$ cat src/design/decimal_int_text_parser_defines.svh
// assertion macros for the parser top level
`ifndef DECIMAL_INT_TEXT_PARSER_DEFINES_SVH
`define DECIMAL_INT_TEXT_PARSER_DEFINES_SVH

// same-cycle implication, checked out of reset
`define DITP_ASSERT_IMP(lbl, ante, cons) \
  lbl: assert property (@(posedge clk) disable iff (!rst_n) (ante) |-> (cons)) \
    else $error("parser assertion failed");

// next-cycle implication, checked out of reset
`define DITP_ASSERT_NXT(lbl, ante, cons) \
  lbl: assert property (@(posedge clk) disable iff (!rst_n) (ante) |=> (cons)) \
    else $error("parser assertion failed");

`endif

$ cat src/design/ditp_pkg.sv
package ditp_pkg;

  localparam int unsigned MAG_W = 31;

  localparam logic [2:0] PH_LEAD  = 3'd0;
  localparam logic [2:0] PH_BODY  = 3'd1;
  localparam logic [2:0] PH_TRAIL = 3'd2;
  localparam logic [2:0] PH_BAD   = 3'd3;

  localparam logic [7:0] CH_ZERO  = 8'h30;
  localparam logic [7:0] CH_NINE  = 8'h39;
  localparam logic [7:0] CH_MINUS = 8'h2d;
  localparam logic [7:0] CH_PLUS  = 8'h2b;
  localparam logic [7:0] CH_SPACE = 8'h20;
  localparam logic [7:0] CH_TAB   = 8'h09;
  localparam logic [7:0] CH_CR    = 8'h0d;

  typedef struct packed {
    logic [7:0] ch;
    logic       end_of_text;
  } in_item_t;

  typedef struct packed {
    logic              ok;
    logic signed [31:0] value;
  } out_item_t;

  typedef struct packed {
    logic [2:0]       phase;
    logic             minus_seen;
    logic             digit_seen;
    logic [MAG_W-1:0] magnitude;
  } ditp_state_t;

  localparam ditp_state_t STATE_RESET = '{
    phase:      PH_LEAD,
    minus_seen: 1'b0,
    digit_seen: 1'b0,
    magnitude:  '0
  };

endpackage

$ cat src/design/ditp_step.sv
module ditp_step (
  input  ditp_pkg::ditp_state_t state,
  input  ditp_pkg::in_item_t    item,
  output ditp_pkg::ditp_state_t state_nxt,
  output ditp_pkg::out_item_t   result
);
  import ditp_pkg::*;

  logic             is_blank;
  logic             is_digit;
  logic [3:0]       digit_val;
  logic [MAG_W+3:0] mag_sum;
  logic             mag_over;
  logic             str_ok;
  logic [31:0]      mag_ext;

  assign is_blank  = (item.ch == CH_SPACE) || ((item.ch >= CH_TAB) && (item.ch <= CH_CR));
  assign is_digit  = (item.ch >= CH_ZERO) && (item.ch <= CH_NINE);
  assign digit_val = 4'(item.ch - CH_ZERO);

  // magnitude * 10 as (m << 3) + (m << 1), then add the digit
  assign mag_sum  = {1'b0, state.magnitude, 3'b000} + {3'b000, state.magnitude, 1'b0}
                  + {{MAG_W{1'b0}}, digit_val};
  assign mag_over = |mag_sum[MAG_W+3:MAG_W];

  assign str_ok  = (state.phase <= PH_TRAIL) && state.digit_seen;
  assign mag_ext = {1'b0, state.magnitude};

  always_comb begin
    result.ok    = str_ok;
    result.value = '0;
    if (str_ok) begin
      result.value = state.minus_seen ? $signed(32'd0 - mag_ext) : $signed(mag_ext);
    end
  end

  always_comb begin
    state_nxt = state;
    if (item.end_of_text) begin
      state_nxt = STATE_RESET;
    end else begin
      unique case (state.phase)
        PH_LEAD: begin
          if (is_blank) begin
            state_nxt.phase = PH_LEAD;
          end else if (item.ch == CH_MINUS) begin
            state_nxt.minus_seen = 1'b1;
            state_nxt.phase      = PH_BODY;
          end else if (item.ch == CH_PLUS) begin
            state_nxt.phase = PH_BODY;
          end else if (is_digit && !mag_over) begin
            state_nxt.magnitude  = mag_sum[MAG_W-1:0];
            state_nxt.digit_seen = 1'b1;
            state_nxt.phase      = PH_BODY;
          end else begin
            state_nxt.phase = PH_BAD;
          end
        end
        PH_BODY: begin
          if (is_digit && !mag_over) begin
            state_nxt.magnitude  = mag_sum[MAG_W-1:0];
            state_nxt.digit_seen = 1'b1;
          end else if (is_blank) begin
            state_nxt.phase = PH_TRAIL;
          end else begin
            state_nxt.phase = PH_BAD;
          end
        end
        PH_TRAIL: begin
          if (!is_blank) begin
            state_nxt.phase = PH_BAD;
          end
        end
        default: begin
          state_nxt.phase = PH_BAD;
        end
      endcase
    end
  end

endmodule

$ cat src/design/decimal_int_text_parser.sv
// decimal integer text parser
// in channel: one text byte per item (in_item.ch); an item with
//   in_item.end_of_text set closes the string and its ch is ignored
// out channel: one item per string, given for the terminator only:
//   out_item.ok and the signed 32-bit out_item.value (0 when not ok)
// throughput: one byte item per cycle while no terminator waits on the
//   output register; a combinational multiply-by-ten and add updates the magnitude
// path: an accepted item is held in the input register; a terminator's
//   result is loaded from there into the output register once that
//   register is free, and out_valid rises with it
// stall: while a result waits in the output register, byte items keep
//   flowing; a following terminator waits in the input register and
//   in_ready drops until out_ready frees the output register
// reset: synchronous active-low rst_n empties both registers and puts
//   the parser back in the leading whitespace phase with no sign, no
//   digit and a zero magnitude
`include "decimal_int_text_parser_defines.svh"

module decimal_int_text_parser (
  input  logic               clk,
  input  logic               rst_n,
  input  logic               in_valid,
  output logic               in_ready,
  input  ditp_pkg::in_item_t in_item,
  output logic               out_valid,
  input  logic               out_ready,
  output ditp_pkg::out_item_t out_item
);
  import ditp_pkg::*;

  logic        s1_valid_r;
  in_item_t    s1_item_r;
  ditp_state_t state_r;
  ditp_state_t state_nxt;
  out_item_t   result;
  logic        out_valid_r;
  out_item_t   out_item_r;
  logic        slot_free;
  logic        s1_adv;
  logic        s1_eot_adv;

  ditp_step u_step (
    .state     (state_r),
    .item      (s1_item_r),
    .state_nxt (state_nxt),
    .result    (result)
  );

  assign slot_free  = !out_valid_r || out_ready;
  // byte items never need the output slot, only the terminator does
  assign s1_adv     = s1_valid_r && (!s1_item_r.end_of_text || slot_free);
  assign s1_eot_adv = s1_adv && s1_item_r.end_of_text;
  assign in_ready   = !s1_valid_r || s1_adv;

  always_ff @(posedge clk) begin
    if (!rst_n) begin
      s1_valid_r  <= 1'b0;
      state_r     <= STATE_RESET;
      out_valid_r <= 1'b0;
    end else begin
      if (in_ready) begin
        s1_valid_r <= in_valid;
      end
      if (s1_adv) begin
        state_r <= state_nxt;
      end
      if (s1_eot_adv) begin
        out_valid_r <= 1'b1;
      end else if (out_ready) begin
        out_valid_r <= 1'b0;
      end
    end
  end

  always_ff @(posedge clk) begin
    if (in_valid && in_ready) begin
      s1_item_r <= in_item;
    end
    if (s1_eot_adv) begin
      out_item_r <= result;
    end
  end

  assign out_valid = out_valid_r;
  assign out_item  = out_item_r;

  `DITP_ASSERT_IMP(a_bad_zero, out_valid_r && !out_item_r.ok, out_item_r.value == 32'sd0)
  `DITP_ASSERT_IMP(a_ok_range, out_valid_r && out_item_r.ok, out_item_r.value != 32'sh80000000)
  `DITP_ASSERT_IMP(a_phase_code, 1'b1, state_r.phase <= PH_BAD)
  `DITP_ASSERT_IMP(a_no_digit_zero, !state_r.digit_seen, state_r.magnitude == '0)
  `DITP_ASSERT_NXT(a_eot_clears, s1_eot_adv, state_r == STATE_RESET && out_valid_r)
  `DITP_ASSERT_IMP(a_eot_waits, s1_valid_r && s1_item_r.end_of_text && !slot_free, !in_ready)

endmodule
$ cat config.mk
export PLATFORM = sky130hd
export DESIGN_NAME = decimal_int_text_parser
export DESIGN_NICKNAME = d
export VERILOG_FILES = /design/src/design/ditp_pkg.sv /design/src/design/ditp_step.sv /design/src/design/decimal_int_text_parser.sv
export VERILOG_INCLUDE_DIRS = /design/src /design/src/design
export SDC_FILE = /design/constraint.sdc
export NUM_CORES = 1
export LEC_CHECK = 0
export BUFFER_PORTS_ARGS = -buffer_cell sky130_fd_sc_hd__buf_4
export CAP_MARGIN = 25
export CORE_MARGIN = 8
export CORE_UTILIZATION = 55
export CTS_BUF_LIST = sky130_fd_sc_hd__clkbuf_16
export DETAILED_ROUTE_END_ITERATION = 8
export PLACE_DENSITY = 0.77
export SYNTH_ARGS = -nofsm -noshare
export SYNTH_HDL_FRONTEND = slang
export SYNTH_SLANG_ARGS = --single-unit
$ cat constraint.sdc
create_clock -name clk -period 3.7 [get_ports clk]
set_input_delay 0.74 -clock clk [delete_from_list [all_inputs] [get_ports clk]]
set_output_delay 0.74 -clock clk [all_outputs]
set_load 0.05 [all_outputs]
==> results of run 1 <==
## layer usage
metal / vias to the layer above / share of wire [%] / track usage (%) / wire length (um)
li1: 2588 / - / - / -
met1: 2522 / 44 / 27.4 / 6670
met2: 195 / 48 / 33.8 / 7180
met3: 24 / 6.1 / 3.95 / 922
met4: 0 / 1.7 / 6.95 / 248
met5: - / 0 / 0 / 0
## worst min path at each step
stage                      startpoint          end  slack (ns)  cells past startpoint
final                     state_r[31]  state_r[31]        0.48                      1
after global routing      state_r[31]  state_r[31]        0.50                      1
after CTS                 state_r[31]  state_r[31]        0.48                      1
after detailed placement  state_r[31]  state_r[31]        0.46                      1
after global placement    state_r[31]  state_r[31]        0.45                      1
after floorplan           state_r[31]  state_r[31]        0.44                      1
## where the power goes
group	switching, mW	internal (mW)	total (mW)
clock	0.325	0.511	0.836
sequential	0.0123	0.941	0.954
combinational	0.0918	0.0392	0.131
total	0.429	1.49	1.92
## area by class of cell
| cell class | count | area [sq um] |
|---|---|---|
| multi-input combinational | 515 | 3730 |
| timing repair buffer | 72 | 584 |
| inverter | 24 | 90.1 |
| tap | 140 | 175 |
| clock inverter | 7 | 57.6 |
| fill | 870 | 3830 |
| clock buffer | 9 | 225 |
| sequential | 79 | 2000 |
## cell families (layout without fill, tap and decap cells)
group                    count (synthesis)  in the layout  share of synthesized area [%]
multiplexers                             1              1                          0.169
AND/OR/NAND/NOR                        183            183                           15.3
adder cells (fa/ha/maj)                 64             64                           13.7
buffers and inverters                   63            112                           4.43
flip-flops                              79             79                           33.7
XOR/XNOR                                53             53                           7.82
AO/OA/AOI/OAI                          214            214                           24.9
## critical path: stages (launching register included)
cell and delay [ns]:
sky130_fd_sc_hd__edfxtp_1 0.40, sky130_fd_sc_hd__inv_1 0.10, sky130_fd_sc_hd__fa_1 0.59, sky130_fd_sc_hd__inv_1 0.06
sky130_fd_sc_hd__ha_1 0.27, sky130_fd_sc_hd__a21o_1 0.12, sky130_fd_sc_hd__a21oi_2 0.07, sky130_fd_sc_hd__o211ai_1 0.41
sky130_fd_sc_hd__o2111ai_1 0.25, sky130_fd_sc_hd__a21oi_2 0.21, sky130_fd_sc_hd__o221ai_2 0.15, sky130_fd_sc_hd__or3b_1 0.43
sky130_fd_sc_hd__buf_4 0.20, sky130_fd_sc_hd__o21ai_0 0.19
## cell usage in the layout (no fill, tap or decap), types with 7 or more instances in the layout
master	synthesis	layout
sky130_fd_sc_hd__inv_1	24	26
sky130_fd_sc_hd__ha_1	62	62
sky130_fd_sc_hd__or3_1	9	9
sky130_fd_sc_hd__dfxtp_1	37	37
sky130_fd_sc_hd__and3_1	7	7
sky130_fd_sc_hd__o211ai_1	7	7
sky130_fd_sc_hd__o21a_1	10	10
sky130_fd_sc_hd__o311ai_0	29	25
sky130_fd_sc_hd__edfxtp_1	42	42
sky130_fd_sc_hd__nand4_1	10	10
sky130_fd_sc_hd__a21oi_1	41	38
sky130_fd_sc_hd__clkbuf_16	0	9
sky130_fd_sc_hd__nand3_1	17	17
sky130_fd_sc_hd__buf_4	0	69
sky130_fd_sc_hd__nor2_1	45	45
sky130_fd_sc_hd__o21ai_0	41	41
sky130_fd_sc_hd__nor3_1	16	15
sky130_fd_sc_hd__xnor2_1	17	17
sky130_fd_sc_hd__nand2_1	48	48
sky130_fd_sc_hd__xor2_1	36	36
sky130_fd_sc_hd__o21ai_1	15	15
sky130_fd_sc_hd__o31ai_1	12	11
## state kept, by name, summed over array words and instances, names as in the netlist
| register | count |
|---|---|
| state_r | 35 |
| s1_item_r | 9 |
| s1_valid_r | 1 |
| out_item | 33 |
| out_valid | 1 |
## metrics by stage
step	setup slack (ns)	setup TNS [ns]
after floorplan	0.204	0
after global placement	0.115	0
after detailed placement	0.0363	0
after CTS	0.0280	0
after global routing	-0.0247	-0.0463
final	0.160	0
## timing repair
| item | 4_1_cts | 5_1_grt |
|---|---|---|
| resized for setup | 0 | 16 |
| setup endpoints to repair | 0 | 33 |
| endpoints found under the hold margin | 0 | 0 |
| buffers inserted | 0 | 2 |
==> results.py, run 1 <==
metrics = {
    "critical_path": {
        "worstPathRequired_ns": 3.95,
        "timing.reg2reg.setup_slack_ns": 0.16,
        "worst_setup_path_end_kind": "flop",
        "crit_path_start_kind": "flop",
        "criticalPathCategory": "reg2reg",
        "crit_fanout": 14,
        "critical_path_arrival_ns": 3.79,
        "worstReg2RegEnd": "state_r[8]",
        "timing.rr.start": "s1_item_r[4]",
        "setup.worst_path.end": "state_r[8]",
        "worst-r2r-cell-count": 13,
        "crit_path_start": "s1_item_r[4]",
    },
    "routing": {
        "vias_per_cell": 6.30,
        "route.antenna.remaining_nets": 0,
        "detail_route.first_pass.iterations": 6,
        "route.detailed.drc": 0,
        "route.vias.total": 5329,
        "drtIter0Drc": 529,
        "post_drt_wl_per_cell_um": 17.8,
        "drt_wl_total_mm": 15.0,
    },
    "clock_tree": {
        "tritoncts": "done",
        "ctsRootBufferMaster": "sky130_fd_sc_hd__clkbuf_16",
        "clk_latency_ns": 0.33,
        "cts.clk_slew.worst_paths_ns": 0.06,
        "post_cts_hold_buffer_count": 0,
        "cts-buffers-inserted": 9,
        "htreeDepth": 3,
        "cts.path.max_buffers": 2,
        "tritoncts_num_sinks": 79,
    },
    "synthesis": {
        "mappedNetlistArea_sq_um": 5940,
        "post_synth_inst_count": 657,
        "post-synth-top-count-cell": "sky130_fd_sc_hd__ha_1",
        "synth_fp_nets": 734,
        "synth-edff-count": 42,
        "synth_warnings": 0,
        "yosysTopAreaCellShare_pct": 21.2,
        "synth.largest_area_cell": "sky130_fd_sc_hd__edfxtp_1",
        "synthTopCellsByCount": "sky130_fd_sc_hd__ha_1 (62), sky130_fd_sc_hd__nand2_1 (48), sky130_fd_sc_hd__nor2_1 (45)",
        "async_reset_ff_share_pct": 0,
        "post_synth_main_area_contributors": "sky130_fd_sc_hd__edfxtp_1 (21%), sky130_fd_sc_hd__ha_1 (13%), sky130_fd_sc_hd__dfxtp_1 (12%), sky130_fd_sc_hd__xor2_1 (5.3%), sky130_fd_sc_hd__o311ai_0 (4.3%)",
        "most_common_flop_cell_mapped_by_yosys": "sky130_fd_sc_hd__edfxtp_1",
        "synth_seq_cells": 79,
        "syn_avg_cell_area_sq_um": 9.04,
        "synth.yosys.seq_area_share_pct": 33.7,
        "synth.distinct_cells": 67,
    },
    "placement": {
        "gp_congestion": 0.951,
        "post-dp-hpwl_mm": 11.4,
        "post_dp_cell_area_sq_um": 6440,
        "dp_cells": 825,
        "portBuffers": 47,
    },
    "power": {
        "leakage_nw": 2.87,
        "power.density_nw_per_um2": 280,
        "totalPowerFinal_mw": 1.92,
        "vdd_ir_drop_max_v": 0.000254,
    },
    "floorplanning": {
        "rows": 38,
        "initial_cell_density_of_the_core_pct": 55.5,
        "floorplan.die_area_sq_um": 14400,
        "num_io_pins": 48,
        "die_width_um": 120,
        "placeableCoreArea_sq_um": 10700,
        "fp.dieH_um": 120,
    },
    "layout": {
        "num_antenna_cells": 0,
        "finalNetCount": 778,
        "fin_cells": 846,
        "fraction_of_final_layout_cells_with_drive_strength_greater_than_1_pct": 15.2,
        "syn2layout_area_growth_pct": 15.7,
        "utilization_pct": 64.2,
        "finish.instance_area_sq_um": 6870,
    },
    "global_routing": {
        "grt_max_degree": 34,
        "initial_antenna_violation_count": 0,
        "grt_remaining_overflow": 0,
        "grt_pass1_wl_mm": 24.7,
        "grt_use_total_pct": 20.8,
        "via_count_of_the_first_global_routing_pass": 4947,
    },
    "run_status": {
        "result_of_the_run": "finished clean",
    },
    "timing": {
        "rsz0062_at_grt": "yes",
        "maximum_frequency_from_static_timing_analysis_ghz": 0.283,
        "timing.clock.skew_ns": 0.00448,
        "transition_at_the_pin_with_the_smallest_max_transition_slack_ns": 0.915,
        "period_minus_slack_ns": 3.54,
        "finalCritPeriodShare_pct": 95.7,
        "drv_slew": 0,
        "timing.slew.headroom_pct": 39.0,
        "timing.hold.ws_ns": 0.477,
        "finalSetupViolations": 0,
        "final_hold_viol_count": 0,
    },
    "job": {
        "max-cap-violations": 0,
    },
    "min_path": {
        "worstHoldPathType": "reg2reg",
    },
}
Power figures use the tool's default switching activity.
==> inputs of run 2 (changes only) <==
- CORE_UTILIZATION: 55 -> 61
- PLACE_DENSITY: 0.77 -> 0.81
- clock period: 3.7 -> 4.3 ns (I/O delays scaled with it)
==> run 2 against run 1 <==
Global-route usage increased by 1.5 points. Critical path depth is 1 lower. Routed wire length shrank 3.8%. Setup slack improved by 0.11 ns. Register-to-register slack gained 0.11 ns. Critical endpoint is now state_r[7]. Combinational power down 16%.
==> results.py, run 2 (synthesis gave the netlist of run 1 again) <==
metrics = {
    "min_path": {
        "worstHoldPathType": "reg2reg",
    },
    "floorplanning": {
        "floorplan.die_area_sq_um": 13100,
        "die_width_um": 115,
        "rows": 36,
        "initial_cell_density_of_the_core_pct": 61.9,
        "placeableCoreArea_sq_um": 9590,
        "fp.dieH_um": 115,
        "num_io_pins": 48,
    },
    "power": {
        "leakage_nw": 2.77,
        "power.density_nw_per_um2": 251,
        "totalPowerFinal_mw": 1.66,
        "vdd_ir_drop_max_v": 0.000153,
    },
    "placement": {
        "dp_slack_ns": 0.334,
        "portBuffers": 47,
        "gp_congestion": 0.973,
        "post-dp-hpwl_mm": 10.9,
    },
    "layout": {
        "layout.area.seq_sq_um": 2000,
        "num_antenna_cells": 0,
        "syn2layout_area_growth_pct": 11.7,
        "multi_input_area_sq_um": 3670,
        "layout.filler_cells": 761,
        "largest_register": "state_r",
        "fraction_of_final_layout_cells_with_drive_strength_greater_than_1_pct": 12.0,
        "layout_commonest_cell": "sky130_fd_sc_hd__ha_1",
        "finalNetCount": 761,
        "largest_register_ff_count": 35,
        "most-common-layout-cells": "sky130_fd_sc_hd__ha_1 (62), sky130_fd_sc_hd__buf_4 (55), sky130_fd_sc_hd__nand2_1 (48)",
    },
    "timing": {
        "transition_at_the_pin_with_the_smallest_max_transition_slack_ns": 1.05,
        "finalCritPeriodShare_pct": 93.8,
        "timing.clock.skew_ns": 0.00830,
        "maximum_frequency_from_static_timing_analysis_ghz": 0.248,
        "timing.slew.headroom_pct": 30.1,
        "timing.hold.ws_ns": 0.485,
        "finalSetupViolations": 0,
        "totalNegativeSetupSlack_ns": 0,
        "final_hold_viol_count": 0,
        "worst_slack_ns": 0.267,
        "period_minus_slack_ns": 4.03,
        "rsz0062_at_grt": "no",
        "drv_slew": 0,
    },
    "routing": {
        "route.antenna.remaining_nets": 0,
        "post_drt_wl_per_cell_um": 17.6,
        "route.detailed.drc": 0,
        "met3WireLength_mm": 1.20,
        "vias_per_cell": 6.36,
        "route.vias.total": 5229,
        "drt_wl_total_mm": 14.4,
        "met2WireLength_mm": 6.79,
        "top_layer": "met4",
        "drtIter0Drc": 366,
        "detail_route.first_pass.iterations": 5,
        "met1_length_mm": 6.15,
    },
    "job": {
        "max-cap-violations": 0,
    },
    "clock_tree": {
        "clk_latency_ns": 0.33,
        "tritoncts_num_sinks": 79,
        "cts.path.max_buffers": 2,
        "cts_setup_buffers": 0,
        "post_cts_hold_buffer_count": 0,
        "resized_cells_post_cts": 0,
        "tritoncts": "done",
        "cts.clk_slew.worst_paths_ns": 0.06,
        "ctsRootBufferMaster": "sky130_fd_sc_hd__clkbuf_16",
        "cts-buffers-inserted": 9,
        "htreeDepth": 3,
    },
    "critical_path": {
        "timing.critical_path.mode_cell": "sky130_fd_sc_hd__fa_1",
        "cp_cell_sequence": "inv_1 -> fa_1 -> fa_1 -> nor2b_1 -> o31ai_1 -> a31o_2 -> o21bai_1 -> a41oi_1 -> o221ai_2 -> buf_4 -> o311ai_0 -> o21ai_0",
        "criticalPathCategory": "reg2reg",
        "critPathMaxStageDelay_ns": 0.55,
        "crit_path_start_kind": "flop",
        "slowest_stage_cell_crit_path": "sky130_fd_sc_hd__fa_1",
        "worstPathRequired_ns": 4.48,
        "crit_fanout": 23,
        "worst_setup_path_end_kind": "flop",
        "cp_num_buf_inv": 2,
        "kind_of_cell_with_the_highest_combined_delay_on_the_critical_path": "compound AO/OA/AOI/OAI gates",
        "critical_path_arrival_ns": 4.21,
    },
    "global_routing": {
        "initial_antenna_violation_count": 0,
        "grt_max_degree": 34,
        "via_count_of_the_first_global_routing_pass": 4982,
        "grt_pass1_wl_mm": 23.7,
        "grt_use_total_pct": 22.3,
        "grt_remaining_overflow": 0,
    },
    "run_status": {
        "result_of_the_run": "finished clean",
    },
}
## run 2: cell types whose count changed in the layout (fill, tap and decap cells not counted), sizes merged
cell / delta
buf: -17
clkinv: +2
inv: -2
## run 2: through the flow
| stage | util (%) | instances | cell area, sq um |
|---|---|---|---|
| detailed placement | 66.1 | 806 | 6340 |
| finish | 69.1 | 822 | 6630 |
| global route | 69.1 | 822 | 6630 |
| global placement | 66.1 | 806 | 6340 |
| floorplan | - | 657 | 5940 |
| CTS | 69.1 | 822 | 6630 |
## run 2: final timing paths
kind / cells past startpoint / slack, ns / start / to
worst max register to register: 12 / 0.27 / state_r[2] / state_r[7]
worst min register to register: 1 / 0.49 / state_r[31] / state_r[31]
worst max-delay path: 12 / 0.27 / state_r[2] / state_r[7]
worst min-delay path: 1 / 0.49 / state_r[31] / state_r[31]
## run 2: cell type report
cell class	instances	share of cell area, %
sequential	79	30.2
multi-input combinational	515	55.4
timing repair buffer	55	6.23
tap	133	2.51
inverter	24	1.36
clock inverter	7	0.962
clock buffer	9	3.40
## run 2: where the power goes
group	leakage (nW)	total, mW	internal (mW)	switching, mW
combinational	1.97	0.110	0.0319	0.0778
clock	0.140	0.735	0.444	0.291
sequential	0.661	0.820	0.810	0.0101
## run 2: layer usage
layer  global-route usage [%]  vias up
li1                         -     2551
met1                     27.2     2436
met2                     37.9      206
met3                     4.01       36
met4                     8.87        0
met5                        0        -
